<file path="src/rtl/rmvs_pkg.sv">
// Package for the running mean, variance and standard deviation unit.
// Holds the default sizes, fixed field widths and the sequencer state type.
// Used by rmvs_isqrt and running_mean_variance_stddev_unit.
`timescale 1ns / 1ps

package rmvs_pkg;

	localparam int SAMPLE_BITS_DEF = 24;
	localparam int FRAC_BITS_DEF   = 16;
	localparam int COUNT_BITS_DEF  = 16;

	localparam int SUM_BITS  = 64;
	localparam int VAR_BITS  = 48;
	localparam int ROOT_BITS = SUM_BITS / 2;

	typedef enum logic [5:0] {
		ST_IDLE = 6'b000001,
		ST_MDIV = 6'b000010,
		ST_MUL  = 6'b000100,
		ST_VDIV = 6'b001000,
		ST_SQRT = 6'b010000,
		ST_DONE = 6'b100000
	} state_t;

endpackage

</file>
<file path="src/rtl/rmvs_isqrt.sv">
// Digit-serial integer square root, two radicand bits per cycle.
// Depends on rmvs_pkg for the radicand width.
`timescale 1ns / 1ps

module rmvs_isqrt (
	input  logic                               clk,
	input  logic                               arst_n,
	input  logic                               start,
	input  logic [rmvs_pkg::SUM_BITS-1:0]      radicand,
	output logic                               done,
	output logic [rmvs_pkg::ROOT_BITS-1:0]     root
);

	localparam int RB = rmvs_pkg::ROOT_BITS;
	localparam int SB = rmvs_pkg::SUM_BITS;
	localparam int CW = $clog2(RB);

	logic          busy_q;
	logic [CW-1:0] step_q;
	logic [SB-1:0] x_q;
	logic [RB-1:0] rem_q;
	logic [RB-1:0] root_q;
	logic          done_q;
	logic [RB+1:0] trial;
	logic [RB+1:0] part;
	logic          ge;

	assign part  = {rem_q, x_q[SB-1:SB-2]};
	assign trial = {root_q, 2'b01};
	assign ge    = part >= trial;

	always_ff @(posedge clk or negedge arst_n) begin
		if (!arst_n) begin
			busy_q <= 1'b0;
			done_q <= 1'b0;
			step_q <= '0;
		end else begin
			done_q <= 1'b0;
			if (start) begin
				busy_q <= 1'b1;
				step_q <= '0;
			end else if (busy_q) begin
				step_q <= step_q + 1'b1;
				if (step_q == CW'(RB - 1)) begin
					busy_q <= 1'b0;
					done_q <= 1'b1;
				end
			end
		end
	end

	always_ff @(posedge clk) begin
		if (start) begin
			x_q    <= radicand;
			rem_q  <= '0;
			root_q <= '0;
		end else if (busy_q) begin
			x_q    <= {x_q[SB-3:0], 2'b00};
			rem_q  <= ge ? RB'(part - trial) : RB'(part);
			root_q <= {root_q[RB-2:0], ge};
		end
	end

	assign done = done_q;
	assign root = root_q;

endmodule

</file>
<file path="src/rtl/running_mean_variance_stddev_unit.sv">
// Running mean, sample variance and standard deviation by Welford's method.
// Depends on rmvs_pkg and rmvs_isqrt.
`timescale 1ns / 1ps

// One sample is taken at a time and yields one result. The mean update divides
// the deviation by the count one bit per cycle, the product of deviations is
// formed by shift and add, the sum is divided by count minus one one bit per
// cycle and the root of that quotient is then taken. A new sample is taken only
// once the previous one is through all steps and its result is loaded into the
// output register, and the unit waits for that register to be free. A sample
// ignored at full count skips the mean and product steps. The first sample of a
// set skips the arithmetic entirely. The next sample is taken while the previous
// result still waits in the output register.
module running_mean_variance_stddev_unit #(
	parameter int SAMPLE_BITS = rmvs_pkg::SAMPLE_BITS_DEF,
	parameter int FRAC_BITS   = rmvs_pkg::FRAC_BITS_DEF,
	parameter int COUNT_BITS  = rmvs_pkg::COUNT_BITS_DEF
) (
	input  logic clk,
	input  logic arst_n,
	input  logic s_tvalid,
	output logic s_tready,
	// sample_value
	input  logic [((SAMPLE_BITS + 7) / 8) * 8 - 1:0] s_tdata,
	// start_new_set
	input  logic s_tuser,
	output logic m_tvalid,
	input  logic m_tready,
	// sample_count, running_mean, sample_variance, std_deviation, count_overflow
	output logic [((COUNT_BITS + SAMPLE_BITS + rmvs_pkg::VAR_BITS + rmvs_pkg::ROOT_BITS + 8) / 8)
		* 8 - 1:0] m_tdata
);

	localparam int SB   = SAMPLE_BITS;
	localparam int CB   = COUNT_BITS;
	localparam int SUMB = rmvs_pkg::SUM_BITS;
	localparam int VB   = rmvs_pkg::VAR_BITS;
	localparam int RB   = rmvs_pkg::ROOT_BITS;
	localparam int PW   = 2 * (SB + 1);
	localparam int SX   = (PW > SUMB) ? PW + 1 : SUMB + 1;
	localparam int OW   = CB + SB + VB + RB + 1;
	localparam int OWP  = ((OW + 7) / 8) * 8;
	localparam int STW  = $clog2(SUMB + 1);
	localparam logic [CB-1:0] CNT_MAX = '1;

	rmvs_pkg::state_t state_q;

	logic [CB-1:0]   count_q;
	logic [SB-1:0]   mean_q;
	logic [SUMB-1:0] sum_q;
	logic [SB-1:0]   samp_q;
	logic            ovf_q;
	logic            neg_q;
	logic [SB:0]     absd_q;
	logic [SUMB-1:0] dsr_q;
	logic [CB-1:0]   div_q;
	logic [CB-1:0]   rem_q;
	logic [STW-1:0]  step_q;
	logic [PW-1:0]   acc_q;
	logic [PW-1:0]   mcand_q;
	logic [SB:0]     mplier_q;
	logic [VB-1:0]   var_q;
	logic [RB-1:0]   std_q;
	logic [OWP-1:0]  out_q;
	logic            out_valid_q;

	logic            accept;
	logic            start_flag;
	logic            ovf_now;
	logic [CB-1:0]   cnt_new;
	logic [SB+1:0]   delta;
	logic [CB:0]     tdiv;
	logic            dge;
	logic [SUMB-1:0] dsr_nx;
	logic [CB-1:0]   rem_nx;
	logic [SB+1:0]   qsig;
	logic [SB+1:0]   mean_nx;
	logic [SB+1:0]   err;
	logic [PW-1:0]   acc_nx;
	logic [SX-1:0]   sum_x;
	logic [SUMB-1:0] sum_nx;
	logic [SUMB-1:0] var_x;
	logic            sq_start;
	logic            sq_done;
	logic [RB-1:0]   sq_root;
	logic            out_free;

	assign accept     = s_tvalid && s_tready;
	assign s_tready   = (state_q == rmvs_pkg::ST_IDLE);
	assign start_flag = s_tuser;
	assign ovf_now    = !start_flag && (count_q == CNT_MAX);
	assign cnt_new    = start_flag ? CB'(1) : (ovf_now ? count_q : count_q + 1'b1);
	assign delta      = (SB + 2)'($signed(s_tdata[SB-1:0])) - (SB + 2)'($signed(mean_q));

	assign tdiv   = {rem_q, dsr_q[SUMB-1]};
	assign dge    = tdiv >= {1'b0, div_q};
	assign rem_nx = dge ? CB'(tdiv - {1'b0, div_q}) : tdiv[CB-1:0];
	assign dsr_nx = {dsr_q[SUMB-2:0], dge};

	assign qsig    = neg_q ? (SB + 2)'(-{1'b0, dsr_nx[SB:0]}) : {1'b0, dsr_nx[SB:0]};
	assign mean_nx = (SB + 2)'($signed(mean_q)) + qsig;
	assign err     = (SB + 2)'($signed(samp_q)) - mean_nx;

	assign acc_nx = acc_q + (mplier_q[0] ? mcand_q : '0);
	assign sum_x  = SX'(sum_q) + SX'(acc_nx);
	assign sum_nx = (|sum_x[SX-1:SUMB]) ? '1 : sum_x[SUMB-1:0];
	assign var_x  = dsr_nx >> FRAC_BITS;

	assign sq_start = (state_q == rmvs_pkg::ST_VDIV) && (step_q == STW'(SUMB - 1));
	assign out_free = !out_valid_q || m_tready;

	rmvs_isqrt u_isqrt (
		.clk      (clk),
		.arst_n   (arst_n),
		.start    (sq_start),
		.radicand (dsr_nx),
		.done     (sq_done),
		.root     (sq_root)
	);

	always_ff @(posedge clk or negedge arst_n) begin
		if (!arst_n) begin
			state_q     <= rmvs_pkg::ST_IDLE;
			count_q     <= '0;
			mean_q      <= '0;
			sum_q       <= '0;
			step_q      <= '0;
			out_valid_q <= 1'b0;
		end else begin
			if (state_q == rmvs_pkg::ST_DONE && out_free) begin
				out_valid_q <= 1'b1;
			end else if (out_valid_q && m_tready) begin
				out_valid_q <= 1'b0;
			end
			unique case (state_q)
				rmvs_pkg::ST_IDLE: begin
					if (accept) begin
						count_q <= cnt_new;
						step_q  <= '0;
						if (!ovf_now && cnt_new == CB'(1)) begin
							mean_q  <= s_tdata[SB-1:0];
							sum_q   <= '0;
							state_q <= rmvs_pkg::ST_DONE;
						end else if (ovf_now) begin
							state_q <= rmvs_pkg::ST_VDIV;
						end else begin
							state_q <= rmvs_pkg::ST_MDIV;
						end
					end
				end
				rmvs_pkg::ST_MDIV: begin
					step_q <= step_q + 1'b1;
					if (step_q == STW'(SB)) begin
						mean_q  <= mean_nx[SB-1:0];
						step_q  <= '0;
						state_q <= rmvs_pkg::ST_MUL;
					end
				end
				rmvs_pkg::ST_MUL: begin
					step_q <= step_q + 1'b1;
					if (step_q == STW'(SB)) begin
						sum_q   <= sum_nx;
						step_q  <= '0;
						state_q <= rmvs_pkg::ST_VDIV;
					end
				end
				rmvs_pkg::ST_VDIV: begin
					step_q <= step_q + 1'b1;
					if (step_q == STW'(SUMB - 1)) begin
						state_q <= rmvs_pkg::ST_SQRT;
					end
				end
				rmvs_pkg::ST_SQRT: begin
					if (sq_done) begin
						state_q <= rmvs_pkg::ST_DONE;
					end
				end
				rmvs_pkg::ST_DONE: begin
					if (out_free) begin
						state_q <= rmvs_pkg::ST_IDLE;
					end
				end
				default: begin
					state_q <= rmvs_pkg::ST_IDLE;
				end
			endcase
		end
	end

	always_ff @(posedge clk) begin
		case (state_q)
			rmvs_pkg::ST_IDLE: begin
				samp_q <= s_tdata[SB-1:0];
				ovf_q  <= ovf_now;
				neg_q  <= delta[SB+1];
				absd_q <= delta[SB+1] ? (SB + 1)'(-delta) : delta[SB:0];
				rem_q  <= '0;
				var_q  <= '0;
				std_q  <= '0;
				if (ovf_now) begin
					dsr_q <= sum_q;
					div_q <= count_q - 1'b1;
				end else begin
					dsr_q <= SUMB'(delta[SB+1] ? (SB + 1)'(-delta) : delta[SB:0]) << (SUMB - SB - 1);
					div_q <= cnt_new;
				end
			end
			rmvs_pkg::ST_MDIV: begin
				dsr_q    <= dsr_nx;
				rem_q    <= rem_nx;
				acc_q    <= '0;
				mcand_q  <= PW'(absd_q);
				mplier_q <= err[SB+1] ? (SB + 1)'(-err) : err[SB:0];
			end
			rmvs_pkg::ST_MUL: begin
				acc_q    <= acc_nx;
				mcand_q  <= {mcand_q[PW-2:0], 1'b0};
				mplier_q <= {1'b0, mplier_q[SB:1]};
				dsr_q    <= sum_nx;
				rem_q    <= '0;
				div_q    <= count_q - 1'b1;
			end
			rmvs_pkg::ST_VDIV: begin
				dsr_q <= dsr_nx;
				rem_q <= rem_nx;
				var_q <= (|var_x[SUMB-1:VB]) ? '1 : var_x[VB-1:0];
			end
			rmvs_pkg::ST_SQRT: begin
				std_q <= sq_root;
			end
			default: begin
				if (out_free) begin
					out_q <= OWP'({ovf_q, std_q, var_q, mean_q, count_q});
				end
			end
		endcase
	end

	assign m_tvalid = out_valid_q;
	assign m_tdata  = out_q;

	assert property (@(posedge clk) disable iff (!arst_n)
		m_tvalid |-> m_tdata[CB-1:0] != '0)
		else $error("result with zero count");

	assert property (@(posedge clk) disable iff (!arst_n)
		(m_tvalid && m_tdata[OW-1]) |-> m_tdata[CB-1:0] == CNT_MAX)
		else $error("overflow flag without full count");

	assert property (@(posedge clk) disable iff (!arst_n)
		(m_tvalid && m_tdata[CB-1:0] == CB'(1)) |-> m_tdata[OW-2:CB+SB] == '0)
		else $error("nonzero spread for a single sample");

	assert property (@(posedge clk) disable iff (!arst_n)
		(m_tvalid && !m_tready) |=> m_tvalid)
		else $error("result dropped while stalled");

endmodule

</file>
<file path="config.mk">
export PLATFORM = sky130hd
export DESIGN_NAME = running_mean_variance_stddev_unit
export DESIGN_NICKNAME = d
export VERILOG_FILES = /design/src/rtl/rmvs_pkg.sv /design/src/rtl/rmvs_isqrt.sv /design/src/rtl/running_mean_variance_stddev_unit.sv
export SDC_FILE = /design/constraint.sdc
export NUM_CORES = 2
export LEC_CHECK = 0
export ABC_CLOCK_PERIOD_IN_PS = 33500
export CELL_PAD_IN_SITES_DETAIL_PLACEMENT = 1
export CELL_PAD_IN_SITES_GLOBAL_PLACEMENT = 1
export CORE_AREA = 8 8 288 290
export CTS_BUF_LIST = sky130_fd_sc_hd__clkbuf_8
export DETAILED_ROUTE_END_ITERATION = 10
export DIE_AREA = 0 0 296 298
export DONT_BUFFER_PORTS = 1
export PLACE_DENSITY_LB_ADDON = 0.1
export SLEW_MARGIN = 40
export SYNTH_ARGS = -nofsm -noshare
export SYNTH_HDL_FRONTEND = slang
export SYNTH_SLANG_ARGS = --single-unit
</file>
<file path="constraint.sdc">
create_clock -name clk -period 33.5 [get_ports clk]
set_clock_uncertainty 0.2 [all_clocks]
set_input_delay 8.375 -clock clk [delete_from_list [all_inputs] [get_ports clk]]
set_output_delay 8.375 -clock clk [all_outputs]
set_load 0.02 [all_outputs]
</file>
==> flow_metrics.env <==
export IMPL_grt_first_pass_wirelength_um=204100
export IMPL_synth_warnings=0
export IMPL_vias_per_cell=6.203
export IMPL_grt_max_degree=152
export IMPL_cts_tree="done"
export IMPL_fmax_ghz=0.08148
export IMPL_ys_ff_latch=726
export IMPL_hold_viol_final=0
export IMPL_grt_setup_unrepaired="no"
export IMPL_clk_pin_slew_worst_paths_ns=0.06
export IMPL_setup_tns_ns=0
export IMPL_post_route_util_pct=59.25
export IMPL_crit_required_ns=33.95
export IMPL_drive_above_1_share_pct=7.162
export IMPL_outcome="complete, no violations"
export IMPL_synthCells=4303
export IMPL_dp_hpwl_um=93500
export IMPL_postCtsHoldBufs=0
export IMPL_synth_edf_count=537
export IMPL_cts_resized_gates=0
export IMPL_io_pins=159
export IMPL_avgSynthCellArea_sq_um=9.926
export IMPL_clock_latency_ns=0.82
export IMPL_drtIter0Drc=2619
export IMPL_drtPass1Iterations=5
export IMPL_numCtsBuffers=132
export IMPL_ys_top_cells_by_count="564 x nand2_1, 537 x edfxtp_1, 336 x nor2_1"
export IMPL_critPathMaxFanout=46
export IMPL_crit_arrival_ns=12.73
export IMPL_grt_pass1_vias=34965
export IMPL_overflow=0
export IMPL_end_kind="flop"
export IMPL_cts_root_buffer="clkbuf_8"
export IMPL_rows=103
export IMPL_synthFlopType="edfxtp_1"
export IMPL_setup_worst_path_start_class="primary input"
export IMPL_grt_usage_pct=29.39
export IMPL_crit_type="in2reg"
export IMPL_synth_seq_area_share_pct=48.08
export IMPL_antenna_found_initial=1
export IMPL_yosysTopAreaCell="edfxtp_1"
export IMPL_totalWireLength_um=131600
export IMPL_drc=0
export IMPL_dieArea_sq_mm=0.08821
export IMPL_yosysUniqueCellTypes=90
export IMPL_postSynth_asyncResetShare_pct=17.22
export IMPL_die_w_um=296
export IMPL_ant_nets=0
export IMPL_cts_setup_buffers=0
export IMPL_htreeDepth=4
export IMPL_area_growth_syn_to_layout_pct=8.694
export IMPL_syn_area_sq_mm=0.04271
export IMPL_finalWorstSetupSlack_ns=21.23
export IMPL_tightest_slew_ns=0.8245
export IMPL_via_count=33799
export IMPL_port_buffers=0
export IMPL_cts_buffer_depth=3
export IMPL_preCtsSetupSlack_ns=20.50
export IMPL_hold_class="reg2reg"
export IMPL_cts_sinks=726
export IMPL_core_sq_mm=0.07836
export IMPL_maxCapViolCount=0
export IMPL_wl_per_cell_um=24.15
export IMPL_yosysMostFrequentCell="nand2_1"
export IMPL_start_util_pct=54.51
export IMPL_period_needed_ns=12.27
export IMPL_finalSetupViolCount=0
export IMPL_final_nets=4549
export IMPL_synthTopCellsByArea="edfxtp_1 38%, dfrtp_1 7.3%, ha_1 6.6%"
export IMPL_gp_congestion=0.8927
export IMPL_fin_crit_sh_pct=36.63
export IMPL_die_y_um=298
export IMPL_maxSlewHeadroom_pct=43.62
export IMPL_synth_top_area_share_pct=37.75
export IMPL_drv_slew=0
-- per-stage QoR --
step                hold WS [ns]  area (sq um)  std cells
finish                    0.1969         46430       5449
global route              0.1965         46430       5449
CTS                       0.1964         46400       5447
detailed placement        0.2063         43750       5205
global placement          0.2018         43640       5201
floorplan                 0.2003         42730       4309
-- final cells by class --
type                       count  area (sq um)
fill                        8755         31930
multi-input combinational   3210         20860
sequential                   726         20540
clock buffer                 143          1968
tap                         1050          1314
clock inverter                99         680.7
inverter                     180         675.6
timing repair buffer          40         381.6
antenna                        1         2.502
-- per-layer routing --
layer	global-route usage [%]	wire length [um]
met5	0	0
met4	12.42	5566
met3	5.162	8374
met2	48.57	62960
met1	37.86	54690
-- cells by family (layout without fill, tap and decap cells) --
| logic type | Yosys count | in the layout | synth area share, % |
|---|---|---|---|
| AOI/OAI and AO/OA | 1055 | 1055 | 16.10 |
| muxes | 121 | 121 | 2.950 |
| adders and majority gates | 239 | 239 | 7.060 |
| and+or+nand+nor | 1529 | 1529 | 16.96 |
| DFF | 726 | 726 | 48.08 |
| other | 1 | 8 | 0.008780 |
| xor gates and xnor gates | 259 | 259 | 5.443 |
| buffers and inverters | 373 | 462 | 3.401 |
-- cell usage in the layout, fill, tap and decap left out, types with 34 or more instances in the layout --
cell / Yosys / routed
nand2_1: 564 / 558
edfxtp_1: 537 / 537
nor2_1: 336 / 334
a21oi_1: 275 / 274
inv_1: 180 / 231
o21ai_0: 232 / 231
ha_1: 224 / 224
and2_1: 200 / 200
xnor2_1: 172 / 172
clkbuf_8: 0 / 143
dfrtp_1: 124 / 123
a21o_1: 117 / 117
xor2_1: 83 / 83
mux2i_1: 82 / 82
nor3_1: 79 / 77
nand3_1: 75 / 74
dfxtp_1: 64 / 64
a211oi_1: 42 / 42
a31oi_1: 42 / 41
nand4_1: 41 / 41
o21a_1: 41 / 41
o211ai_1: 39 / 39
mux2_2: 39 / 39
and3_1: 37 / 37
a221o_1: 36 / 36
o31ai_1: 34 / 34
-- state kept, by name, indices dropped and copies added, names as in the netlist, 25 cells and up --
name           cells
var_q             48
absd_q            25
sum_q             64
u_isqrt.root      32
u_isqrt.x_q       64
u_isqrt.rem_q     32
mcand_q           50
acc_q             50
mplier_q          25
dsr_q             64
std_q             32
m_tdata          121
-- critical path: stages --
cell,delay [ns]
or4_2,1.00
nand3_1,0.22
xor2_1,0.22
nor2_1,0.08
or4_1,0.52
nor4b_1,0.63
nand3_1,0.37
a21oi_4,0.19
buf_4,0.62
mux2_2,0.42
-- worst paths after layout --
check	from	endpoint	slack (ns)	cells past startpoint
min in group asynchronous	arst_n	mean_q[12]$_DFFE_PN0P_	7.09	0
max reg2reg	div_q[1]$_DFFE_PP_	mplier_q[1]$_DFFE_PP_	23.63	30
max	s_tuser	sum_q[2]$_DFFE_PN0P_	21.23	10
min	var_q[42]$_SDFFCE_PN0P_	m_tdata[82]$_DFFE_PP_	0.20	0
min reg2reg	var_q[42]$_SDFFCE_PN0P_	m_tdata[82]$_DFFE_PP_	0.20	0
max in group asynchronous	arst_n	sum_q[35]$_DFFE_PN0P_	25.58	0
Power is not shown: default switching activity piles up to over one toggle a cycle in this logic, so the estimate is an artifact.
